===== src/rtl/assert_macros.svh =====
// ----------------------------------------------------------------------------
// Assertion macros
// Shared concurrent assertion wrappers; define NO_ASSERTIONS to drop them.
// ----------------------------------------------------------------------------
`ifndef ASSERT_MACROS_SVH
`define ASSERT_MACROS_SVH

`ifndef NO_ASSERTIONS

// Check a property on every clock edge outside reset.
`define SPQ_ASSERT(lbl, prop, msg) \
  lbl: assert property (@(posedge clk) disable iff (rst) (prop)) else $error(msg);

// Check an implication into the following cycle, outside reset.
`define SPQ_ASSERT_NEXT(lbl, ante, cons, msg) \
  lbl: assert property (@(posedge clk) disable iff (rst) (ante) |=> (cons)) \
    else $error(msg);

`else

`define SPQ_ASSERT(lbl, prop, msg)
`define SPQ_ASSERT_NEXT(lbl, ante, cons, msg)

`endif

`endif


===== src/rtl/spq_pkg.sv =====
// ----------------------------------------------------------------------------
// spq_pkg
// Sizes, codes and entry types of the sorted priority queue.
// ----------------------------------------------------------------------------
package spq_pkg;

  localparam int CAPACITY   = 16;
  localparam int VALUE_BITS = 32;
  localparam int PRIO_BITS  = 16;
  localparam int COUNT_BITS = $clog2(CAPACITY + 1);

  typedef logic signed [VALUE_BITS-1:0] value_t;
  typedef logic signed [PRIO_BITS-1:0]  prio_t;
  typedef logic [COUNT_BITS-1:0]        count_t;

  typedef enum logic [0:0] {
    OP_INSERT = 1'b0,
    OP_REMOVE = 1'b1
  } op_t;

  typedef enum logic [1:0] {
    ST_INSERTED = 2'd0,
    ST_REMOVED  = 2'd1,
    ST_EMPTY    = 2'd2,
    ST_FULL     = 2'd3
  } status_t;

  // One stored entry of the chain.
  typedef struct packed {
    logic   valid;
    value_t value;
    prio_t  prio;
  } entry_t;

  // Command broadcast to every cell in the cycle a request is taken.
  typedef struct packed {
    logic   ins;
    logic   rem;
    prio_t  key;
    value_t value;
  } cell_cmd_t;

endpackage


===== src/rtl/spq_if.sv =====
// ----------------------------------------------------------------------------
// spq_req_if / spq_rsp_if
// Valid/ready channels carrying queue requests and their responses.
// ----------------------------------------------------------------------------
interface spq_req_if import spq_pkg::*; ();
  logic   valid;
  logic   ready;
  op_t    func;
  value_t value_in;
  prio_t  prio_in;

  modport source (output valid, func, value_in, prio_in, input ready);
  modport sink   (input valid, func, value_in, prio_in, output ready);
endinterface

interface spq_rsp_if import spq_pkg::*; ();
  logic    valid;
  logic    ready;
  value_t  value_out;
  prio_t   prio_out;
  status_t status;
  count_t  occupancy;

  modport source (output valid, value_out, prio_out, status, occupancy, input ready);
  modport sink   (input valid, value_out, prio_out, status, occupancy, output ready);
endinterface


===== src/rtl/spq_cell.sv =====
// ----------------------------------------------------------------------------
// spq_cell
// One slot of the sorted chain: compare, hold, shift or load.
// ----------------------------------------------------------------------------
module spq_cell import spq_pkg::*; (
  input  logic      clk,
  input  logic      rst,
  input  logic      head,
  input  cell_cmd_t cmd,
  input  entry_t    left,
  input  entry_t    right,
  input  logic      left_stay,
  output entry_t    cur,
  output logic      stay
);

  // The head keeps its entry on a tie; later slots keep only strictly higher.
  assign stay = cur.valid && (head ? (cur.prio >= cmd.key) : (cur.prio > cmd.key));

  always_ff @(posedge clk) begin
    if (rst) begin
      cur.valid <= 1'b0;
    end else if (cmd.ins && !stay) begin
      if (left_stay) begin
        cur <= '{valid: 1'b1, value: cmd.value, prio: cmd.key};
      end else begin
        cur <= left;
      end
    end else if (cmd.rem) begin
      cur <= right;
    end
  end

endmodule


===== src/rtl/sorted_priority_queue.sv =====
// ----------------------------------------------------------------------------
// sorted_priority_queue
// Bounded priority queue kept in a chain of compare-and-shift cells.
// ----------------------------------------------------------------------------
// Usage:
//   req carries one request: func selects insert or remove, value_in and
//   prio_in give the entry to insert (ignored on remove). rsp returns one
//   response per request: the removed head's value and priority (zero
//   otherwise), a status code and the occupancy after the request.
//   Every cell compares its own priority with the new key in parallel and
//   then holds, takes the new entry, or shifts one place toward the tail;
//   a remove shifts the whole chain one place toward the head.
//   The response is registered: it appears in the cycle after acceptance.
//   Throughput: one request per cycle; a request is taken whenever the
//   response register is empty or being drained in the same cycle.
//   Stall: while rsp is held, the pending response stays put and req.ready
//   drops; no request is lost or taken twice.
//   Reset: rst (synchronous, active high) empties the queue and the
//   response register; the queue is usable in the next cycle.
// ----------------------------------------------------------------------------
`include "assert_macros.svh"

module sorted_priority_queue import spq_pkg::*; (
  input logic clk,
  input logic rst,
  spq_req_if.sink   req,
  spq_rsp_if.source rsp
);

  entry_t               cells [CAPACITY];
  logic  [CAPACITY-1:0] stays;
  logic  [CAPACITY-1:0] valids;
  count_t               count;
  count_t               count_next;
  cell_cmd_t            cmd;
  logic                 accept;
  logic                 full;
  logic                 empty;
  logic                 order_ok;
  logic                 count_ok;
  logic                 ins_full;

  // Take a request whenever the response slot is free or drains now.
  assign req.ready = !rsp.valid || rsp.ready;
  assign accept    = req.valid && req.ready;
  assign full      = (count == count_t'(CAPACITY));
  assign empty     = (count == '0);

  // Drop inserts into a full queue and removes from an empty one.
  assign cmd.ins   = accept && (req.func == OP_INSERT) && !full;
  assign cmd.rem   = accept && (req.func == OP_REMOVE) && !empty;
  assign cmd.key   = req.prio_in;
  assign cmd.value = req.value_in;

  always_comb begin
    count_next = count;
    if (cmd.ins) begin
      count_next = count + count_t'(1);
    end else if (cmd.rem) begin
      count_next = count - count_t'(1);
    end
  end

  // Chain of cells: slot 0 is the head.
  for (genvar i = 0; i < CAPACITY; i++) begin : g_cell
    entry_t left_e;
    entry_t right_e;
    logic   left_s;

    if (i == 0) begin : g_head
      assign left_e = '0;
      assign left_s = 1'b1;
    end else begin : g_body
      assign left_e = cells[i-1];
      assign left_s = stays[i-1];
    end

    if (i == CAPACITY - 1) begin : g_tail
      assign right_e = '0;
    end else begin : g_mid
      assign right_e = cells[i+1];
    end

    spq_cell u_cell (
      .clk       (clk),
      .rst       (rst),
      .head      (i == 0),
      .cmd       (cmd),
      .left      (left_e),
      .right     (right_e),
      .left_stay (left_s),
      .cur       (cells[i]),
      .stay      (stays[i])
    );

    assign valids[i] = cells[i].valid;
  end

  always_ff @(posedge clk) begin
    if (rst) begin
      count <= '0;
    end else begin
      count <= count_next;
    end
  end

  // Response register.
  always_ff @(posedge clk) begin
    if (rst) begin
      rsp.valid <= 1'b0;
    end else if (accept) begin
      rsp.valid <= 1'b1;
    end else if (rsp.ready) begin
      rsp.valid <= 1'b0;
    end
  end

  always_ff @(posedge clk) begin
    if (accept) begin
      rsp.occupancy <= count_next;
      if (cmd.rem) begin
        rsp.status    <= ST_REMOVED;
        rsp.value_out <= cells[0].value;
        rsp.prio_out  <= cells[0].prio;
      end else begin
        rsp.value_out <= '0;
        rsp.prio_out  <= '0;
        if (req.func == OP_INSERT) begin
          rsp.status <= full ? ST_FULL : ST_INSERTED;
        end else begin
          rsp.status <= ST_EMPTY;
        end
      end
    end
  end

  // Neighboring valid entries never rise in priority toward the tail.
  always_comb begin
    order_ok = 1'b1;
    for (int i = 0; i < CAPACITY - 1; i++) begin
      if (cells[i+1].valid && (cells[i].prio < cells[i+1].prio)) begin
        order_ok = 1'b0;
      end
    end
  end

  assign count_ok = (count_t'($countones(valids)) == count) && (valids[0] || empty);
  assign ins_full = accept && (req.func == OP_INSERT) && full;

  `SPQ_ASSERT(a_count_range, count <= count_t'(CAPACITY), "occupancy exceeds capacity")
  `SPQ_ASSERT(a_valid_prefix, count_ok, "cell valid bits disagree with occupancy")
  `SPQ_ASSERT(a_sorted, order_ok, "chain lost descending priority order")
  `SPQ_ASSERT_NEXT(a_full_reject, ins_full, (rsp.status == ST_FULL) && full, "full insert taken")

endmodule


===== src/flat_wrapper.sv =====
// flat-port wrapper written by rule: the top's interface ports become plain ports
module sorted_priority_queue_flat import spq_pkg::*;
  (clk, rst, req_valid, req_func, req_value_in, req_prio_in, req_ready, rsp_valid, rsp_value_out, rsp_prio_out, rsp_status, rsp_occupancy, rsp_ready);
  spq_req_if req_i ();
  spq_rsp_if rsp_i ();
  input logic clk;
  input logic rst;
  input wire logic [$bits(req_i.valid)-1:0] req_valid;
  input wire logic [$bits(req_i.func)-1:0] req_func;
  input wire logic [$bits(req_i.value_in)-1:0] req_value_in;
  input wire logic [$bits(req_i.prio_in)-1:0] req_prio_in;
  output wire logic [$bits(req_i.ready)-1:0] req_ready;
  output wire logic [$bits(rsp_i.valid)-1:0] rsp_valid;
  output wire logic [$bits(rsp_i.value_out)-1:0] rsp_value_out;
  output wire logic [$bits(rsp_i.prio_out)-1:0] rsp_prio_out;
  output wire logic [$bits(rsp_i.status)-1:0] rsp_status;
  output wire logic [$bits(rsp_i.occupancy)-1:0] rsp_occupancy;
  input wire logic [$bits(rsp_i.ready)-1:0] rsp_ready;
  assign req_i.valid = req_valid;
  assign req_i.func = req_func;
  assign req_i.value_in = req_value_in;
  assign req_i.prio_in = req_prio_in;
  assign req_ready = req_i.ready;
  assign rsp_valid = rsp_i.valid;
  assign rsp_value_out = rsp_i.value_out;
  assign rsp_prio_out = rsp_i.prio_out;
  assign rsp_status = rsp_i.status;
  assign rsp_occupancy = rsp_i.occupancy;
  assign rsp_i.ready = rsp_ready;
  sorted_priority_queue u_core (.clk(clk), .rst(rst), .req(req_i), .rsp(rsp_i));
endmodule

===== config.mk =====
export PLATFORM = sky130hd
export DESIGN_NAME = sorted_priority_queue_flat
export DESIGN_NICKNAME = d
export VERILOG_FILES = /design/src/rtl/spq_pkg.sv /design/src/rtl/spq_if.sv /design/src/rtl/spq_cell.sv /design/src/rtl/sorted_priority_queue.sv /design/src/flat_wrapper.sv
export VERILOG_INCLUDE_DIRS = /design/src /design/src/rtl
export SDC_FILE = /design/constraint.sdc
export NUM_CORES = 2
export LEC_CHECK = 0
export ABC_CLOCK_PERIOD_IN_PS = 7950
export BUFFER_PORTS_ARGS = -buffer_cell sky130_fd_sc_hd__buf_2
export CAP_MARGIN = 20
export CORE_UTILIZATION = 25
export DETAILED_ROUTE_END_ITERATION = 10
export RECOVER_POWER = 50
export SYNTH_ARGS = -nofsm -noshare
export SYNTH_HDL_FRONTEND = slang
export SYNTH_SLANG_ARGS = --single-unit

===== constraint.sdc =====
create_clock -name clk -period 7.95 [get_ports clk]
set_clock_uncertainty 0.05 [all_clocks]
set_input_delay 0.795 -clock clk [delete_from_list [all_inputs] [get_ports clk]]
set_output_delay 0.795 -clock clk [all_outputs]
set_load 0.01 [all_outputs]

==> results.txt <==
After synthesis, the share of flip-flops with an asynchronous set or reset is 0%. Once detailed placement completed, the half-perimeter wirelength came to 95000 um. The critical path is of the input pin to flip-flop type. The flow ran to the end, but the final reports show violations.

The post-route netlist has 7.89% of its cells at a drive strength greater than 1. In the synthesized netlist the dominant register cell turns out to be sky130_fd_sc_hd__edfxtp_1. The critical path endpoint category is a flip-flop. For this block, the routed nets add up to 132000 um of wire.

When the netlist entered floorplanning its net count stood at 4571. CTS buffer count: 96. The overall routing resource usage was 13.5%; the number of global-route vias before repair was 34900. The layout-stage area growth over the synthesis result came out at 12.8%. The min-delay analysis places its worst path in the category input pin to flip-flop. The die covers 192000 um2. The synthesized design contains 823 enable-type register cells. The number of H-tree branching levels was 3. The number of antenna violations at the first check in global routing came out at 7. TritonCTS built the clock tree. During I/O placement, the number of pins put on the boundary was 110.

The share of the Yosys chip area taken by registers is 52.8%. The clock period could shrink to 6.16 ns. The net count of the finished layout is 4553. The global-route wire length before repair is 206000 um, and the unique cell type count in the Yosys netlist is 62. After synthesis the cells add up to 47600 um2. The required time of the critical path is 8.23 ns, and the final weighted congestion in routability-driven placement is 0.870. The run gives 0 as the post-cts hold buffer count. The post-CTS repair timing setup buffer count came out at 0.

The measured slew at the worst slew-check pin came out at 3.73 ns. In this run the power density over the cells is 224 nW/um2. The run gives 33600 as the via count. The average wire per cell in the routed design is 19.4 um. The run gives 14 as the count of max-cap constraint violations. The synthesized design contains 845 register bits.

After clock tree synthesis, the repair step resized 0 gates. Dividing the final minimum period by the clock period gives 77.5%. Setup repair after global routing left no endpoint under its margin.

The maximum vdd drop was 0.189 mV. The tools report the cell chosen for the clock root as sky130_fd_sc_hd__clkbuf_16. After global routing the overflow that remains totals 0.

The portion of synthesized cell area occupied by the leading cell type works out to 51.9%. Each instance of the synthesized netlist takes up on average 11.2 um2. The die height came out at 438 um. After synthesis, the cell types taking the most area are sky130_fd_sc_hd__edfxtp_1 (52%), sky130_fd_sc_hd__mux2i_1 (15%), sky130_fd_sc_hd__a21oi_1 (6.9%), sky130_fd_sc_hd__ha_1 (6.8%), sky130_fd_sc_hd__nor2_1 (5.0%). The total DRC errors in the routed layout is 0, and the x dimension of the die is 438 um.

The buffer depth of the longest clock path came out at 3. Once the floorplan was initialized, standard cells occupied 25.3% of the core. Filler cell count in the final layout: 19400.

Counting every instance in the synthesized netlist gives 4260. The run gives 162 MHz as the maximum operating frequency. Largest area contributor in the netlist: sky130_fd_sc_hd__edfxtp_1. In this run the standard cell core region covers 188000 um2. The logs give 597 for the count of pins over their slew limit and 2358 for the starting DRC count in detailed routing. The final reports fail on max-capacitance violations, max-slew violations.

In this run the tightest slew margin relative to its limit is -149%. Setup violations remaining at the end of the flow were counted as 0. Pin count of the biggest net entering global routing: 100.

Before antenna repair, the detailed router went through 6 iterations. Summed over all failing endpoints, the final setup total negative slack is 0 ns. For this design, the sink count on the clock tree is 845. The number of I/O port buffers is 109, and the number of hold-slack violations in the final timing report is 0. In the routed layout, each cell is associated on average with a via count of 4.94.

In this run the worst path has a maximum fanout of 40. Clock-pin slew was measured on the worst setup and hold paths at 0.06 ns. Data arrives at the worst endpoint at 6.45 ns. Row generation in the floorplan step produced 159 rows. Clock network latency to the later pin of the worst-skew pair: 0.72 ns.

The post-route antenna net violation count is 0. For the static power due to leakage, the log shows 22.7 nW. STA classifies the critical path startpoint as an input pin. For this run, the share of the core covered by cells in the final layout is 28.5%. The Yosys step of the flow raised 0 warnings.
power breakdown:
| part | total (W) | internal, W | switching, W |
|---|---|---|---|
| clock network | 0.00454 | 0.00258 | 0.00196 |
| logic | 0.00184 | 0.000660 | 0.00118 |
| registers | 0.00566 | 0.00541 | 0.000252 |
worst paths after layout:
path                                    start                                to  slack, ns  cells past startpoint
max reg2reg                  u_core.rsp.valid  u_core.g_cell[10].u_cell.cur[29]       2.22                      8
min reg2reg  u_core.g_cell[15].u_cell.cur[48]  u_core.g_cell[15].u_cell.cur[48]       0.47                      2
min                                 req_valid                  u_core.rsp.valid       0.27                      3
max                           req_prio_in[12]   u_core.g_cell[6].u_cell.cur[30]       1.79                     11
cells in the final DEF, fill, tap and decap left out, types with 36 or more instances in the layout:
cell type,instances
sky130_fd_sc_hd__edfxtp_1,823
sky130_fd_sc_hd__mux2i_1,692
sky130_fd_sc_hd__a21oi_1,644
sky130_fd_sc_hd__nor2_1,632
sky130_fd_sc_hd__ha_1,258
sky130_fd_sc_hd__nand2_1,215
sky130_fd_sc_hd__o21ai_0,149
sky130_fd_sc_hd__clkbuf_16,97
sky130_fd_sc_hd__clkbuf_1,86
sky130_fd_sc_hd__nand4_1,69
sky130_fd_sc_hd__buf_2,51
sky130_fd_sc_hd__buf_4,50
sky130_fd_sc_hd__inv_1,49
sky130_fd_sc_hd__mux2_2,47
sky130_fd_sc_hd__and2_0,36
routing by layer:
| layer | share of wire [%] | wire [um] | vias up | track usage [%] |
|---|---|---|---|---|
| met5 | 0.021 | 28 | - | 0 |
| met4 | 1.9 | 2540 | 6 | 3.16 |
| met3 | 4.7 | 6170 | 189 | 2.17 |
| met2 | 50 | 65800 | 757 | 23.4 |
| met1 | 44 | 57900 | 16900 | 17.5 |
| li1 | - | - | 15800 | - |
sequential cells by signal (all words and copies together), names as in the netlist:
register                  flops
u_core.rsp.occupancy          5
u_core.rsp.prio_out          16
u_core.rsp.valid              1
u_core.g_cell.u_cell.cur    784
u_core.rsp.status             2
u_core.rsp.value_out         32
u_core.count                  5
logic make-up after synthesis:
logic type | count (synthesis) | share of synthesized area, %
AND/OR/NAND/NOR | 1117 | 10.4
buffers and inverters | 347 | 3.40
adder cells (fa/ha/maj) | 258 | 6.78
multiplexers | 740 | 15.7
flip-flops | 845 | 52.8
XOR/XNOR | 4 | 0.0736
AO/OA/AOI/OAI | 949 | 10.9
critical path, stage by stage:
cell and delay (ns):
sky130_fd_sc_hd__clkbuf_1 0.67, sky130_fd_sc_hd__inv_1 0.74, sky130_fd_sc_hd__ha_1 0.56, sky130_fd_sc_hd__nand3_1 0.12, sky130_fd_sc_hd__or4_1 0.56, sky130_fd_sc_hd__o21ai_1 0.29, sky130_fd_sc_hd__nor4bb_1 0.16, sky130_fd_sc_hd__nor3_1 1.39
sky130_fd_sc_hd__nor2_1 0.20, sky130_fd_sc_hd__nor2_4 0.34, sky130_fd_sc_hd__buf_4 0.54
layout make-up:
class	instances	area [um2]	share of cell area (%)
Clock buffer	118	2510	4.67
Multi-Input combinational cell	3068	21100	39.3
Sequential cell	845	25200	46.8
Clock inverter	58	626	1.16
Inverter	50	188	0.349
Antenna cell	2	5.00	0.00932
Timing Repair Buffer	181	1000	1.87
Tap cell	2495	3120	5.81
Yosys cell counts, types with 22 or more instances:
cell type                  number
sky130_fd_sc_hd__a211oi_1      30
sky130_fd_sc_hd__a21oi_1      654
sky130_fd_sc_hd__and2_1        49
sky130_fd_sc_hd__buf_2        123
sky130_fd_sc_hd__buf_4         23
sky130_fd_sc_hd__clkbuf_1     140
sky130_fd_sc_hd__dfxtp_1       22
sky130_fd_sc_hd__edfxtp_1     823
sky130_fd_sc_hd__ha_1         258
sky130_fd_sc_hd__inv_1         50
sky130_fd_sc_hd__mux2_2        47
sky130_fd_sc_hd__mux2i_1      693
sky130_fd_sc_hd__nand2_1      214
sky130_fd_sc_hd__nand3_1       36
sky130_fd_sc_hd__nand4_1       69
sky130_fd_sc_hd__nor2_1       640
sky130_fd_sc_hd__nor2b_1       22
sky130_fd_sc_hd__o21ai_0      140
sky130_fd_sc_hd__o21ai_1       27
stage by stage:
step	instance area, um2	total power (W)	hold WS, ns	setup WS (ns)	instances
2_1_floorplan	47600	0.00698	0.420	2.03	4260
3_3_place_gp	50800	0.00757	0.451	2.60	6636
3_5_place_dp	50800	0.00762	0.460	2.35	6637
4_1_cts	53900	0.0122	0.203	3.16	6813
5_1_grt	53700	0.0126	0.241	1.45	6816
6_report	53700	0.0120	0.274	1.79	6817
Power figures use the tool's default switching activity.
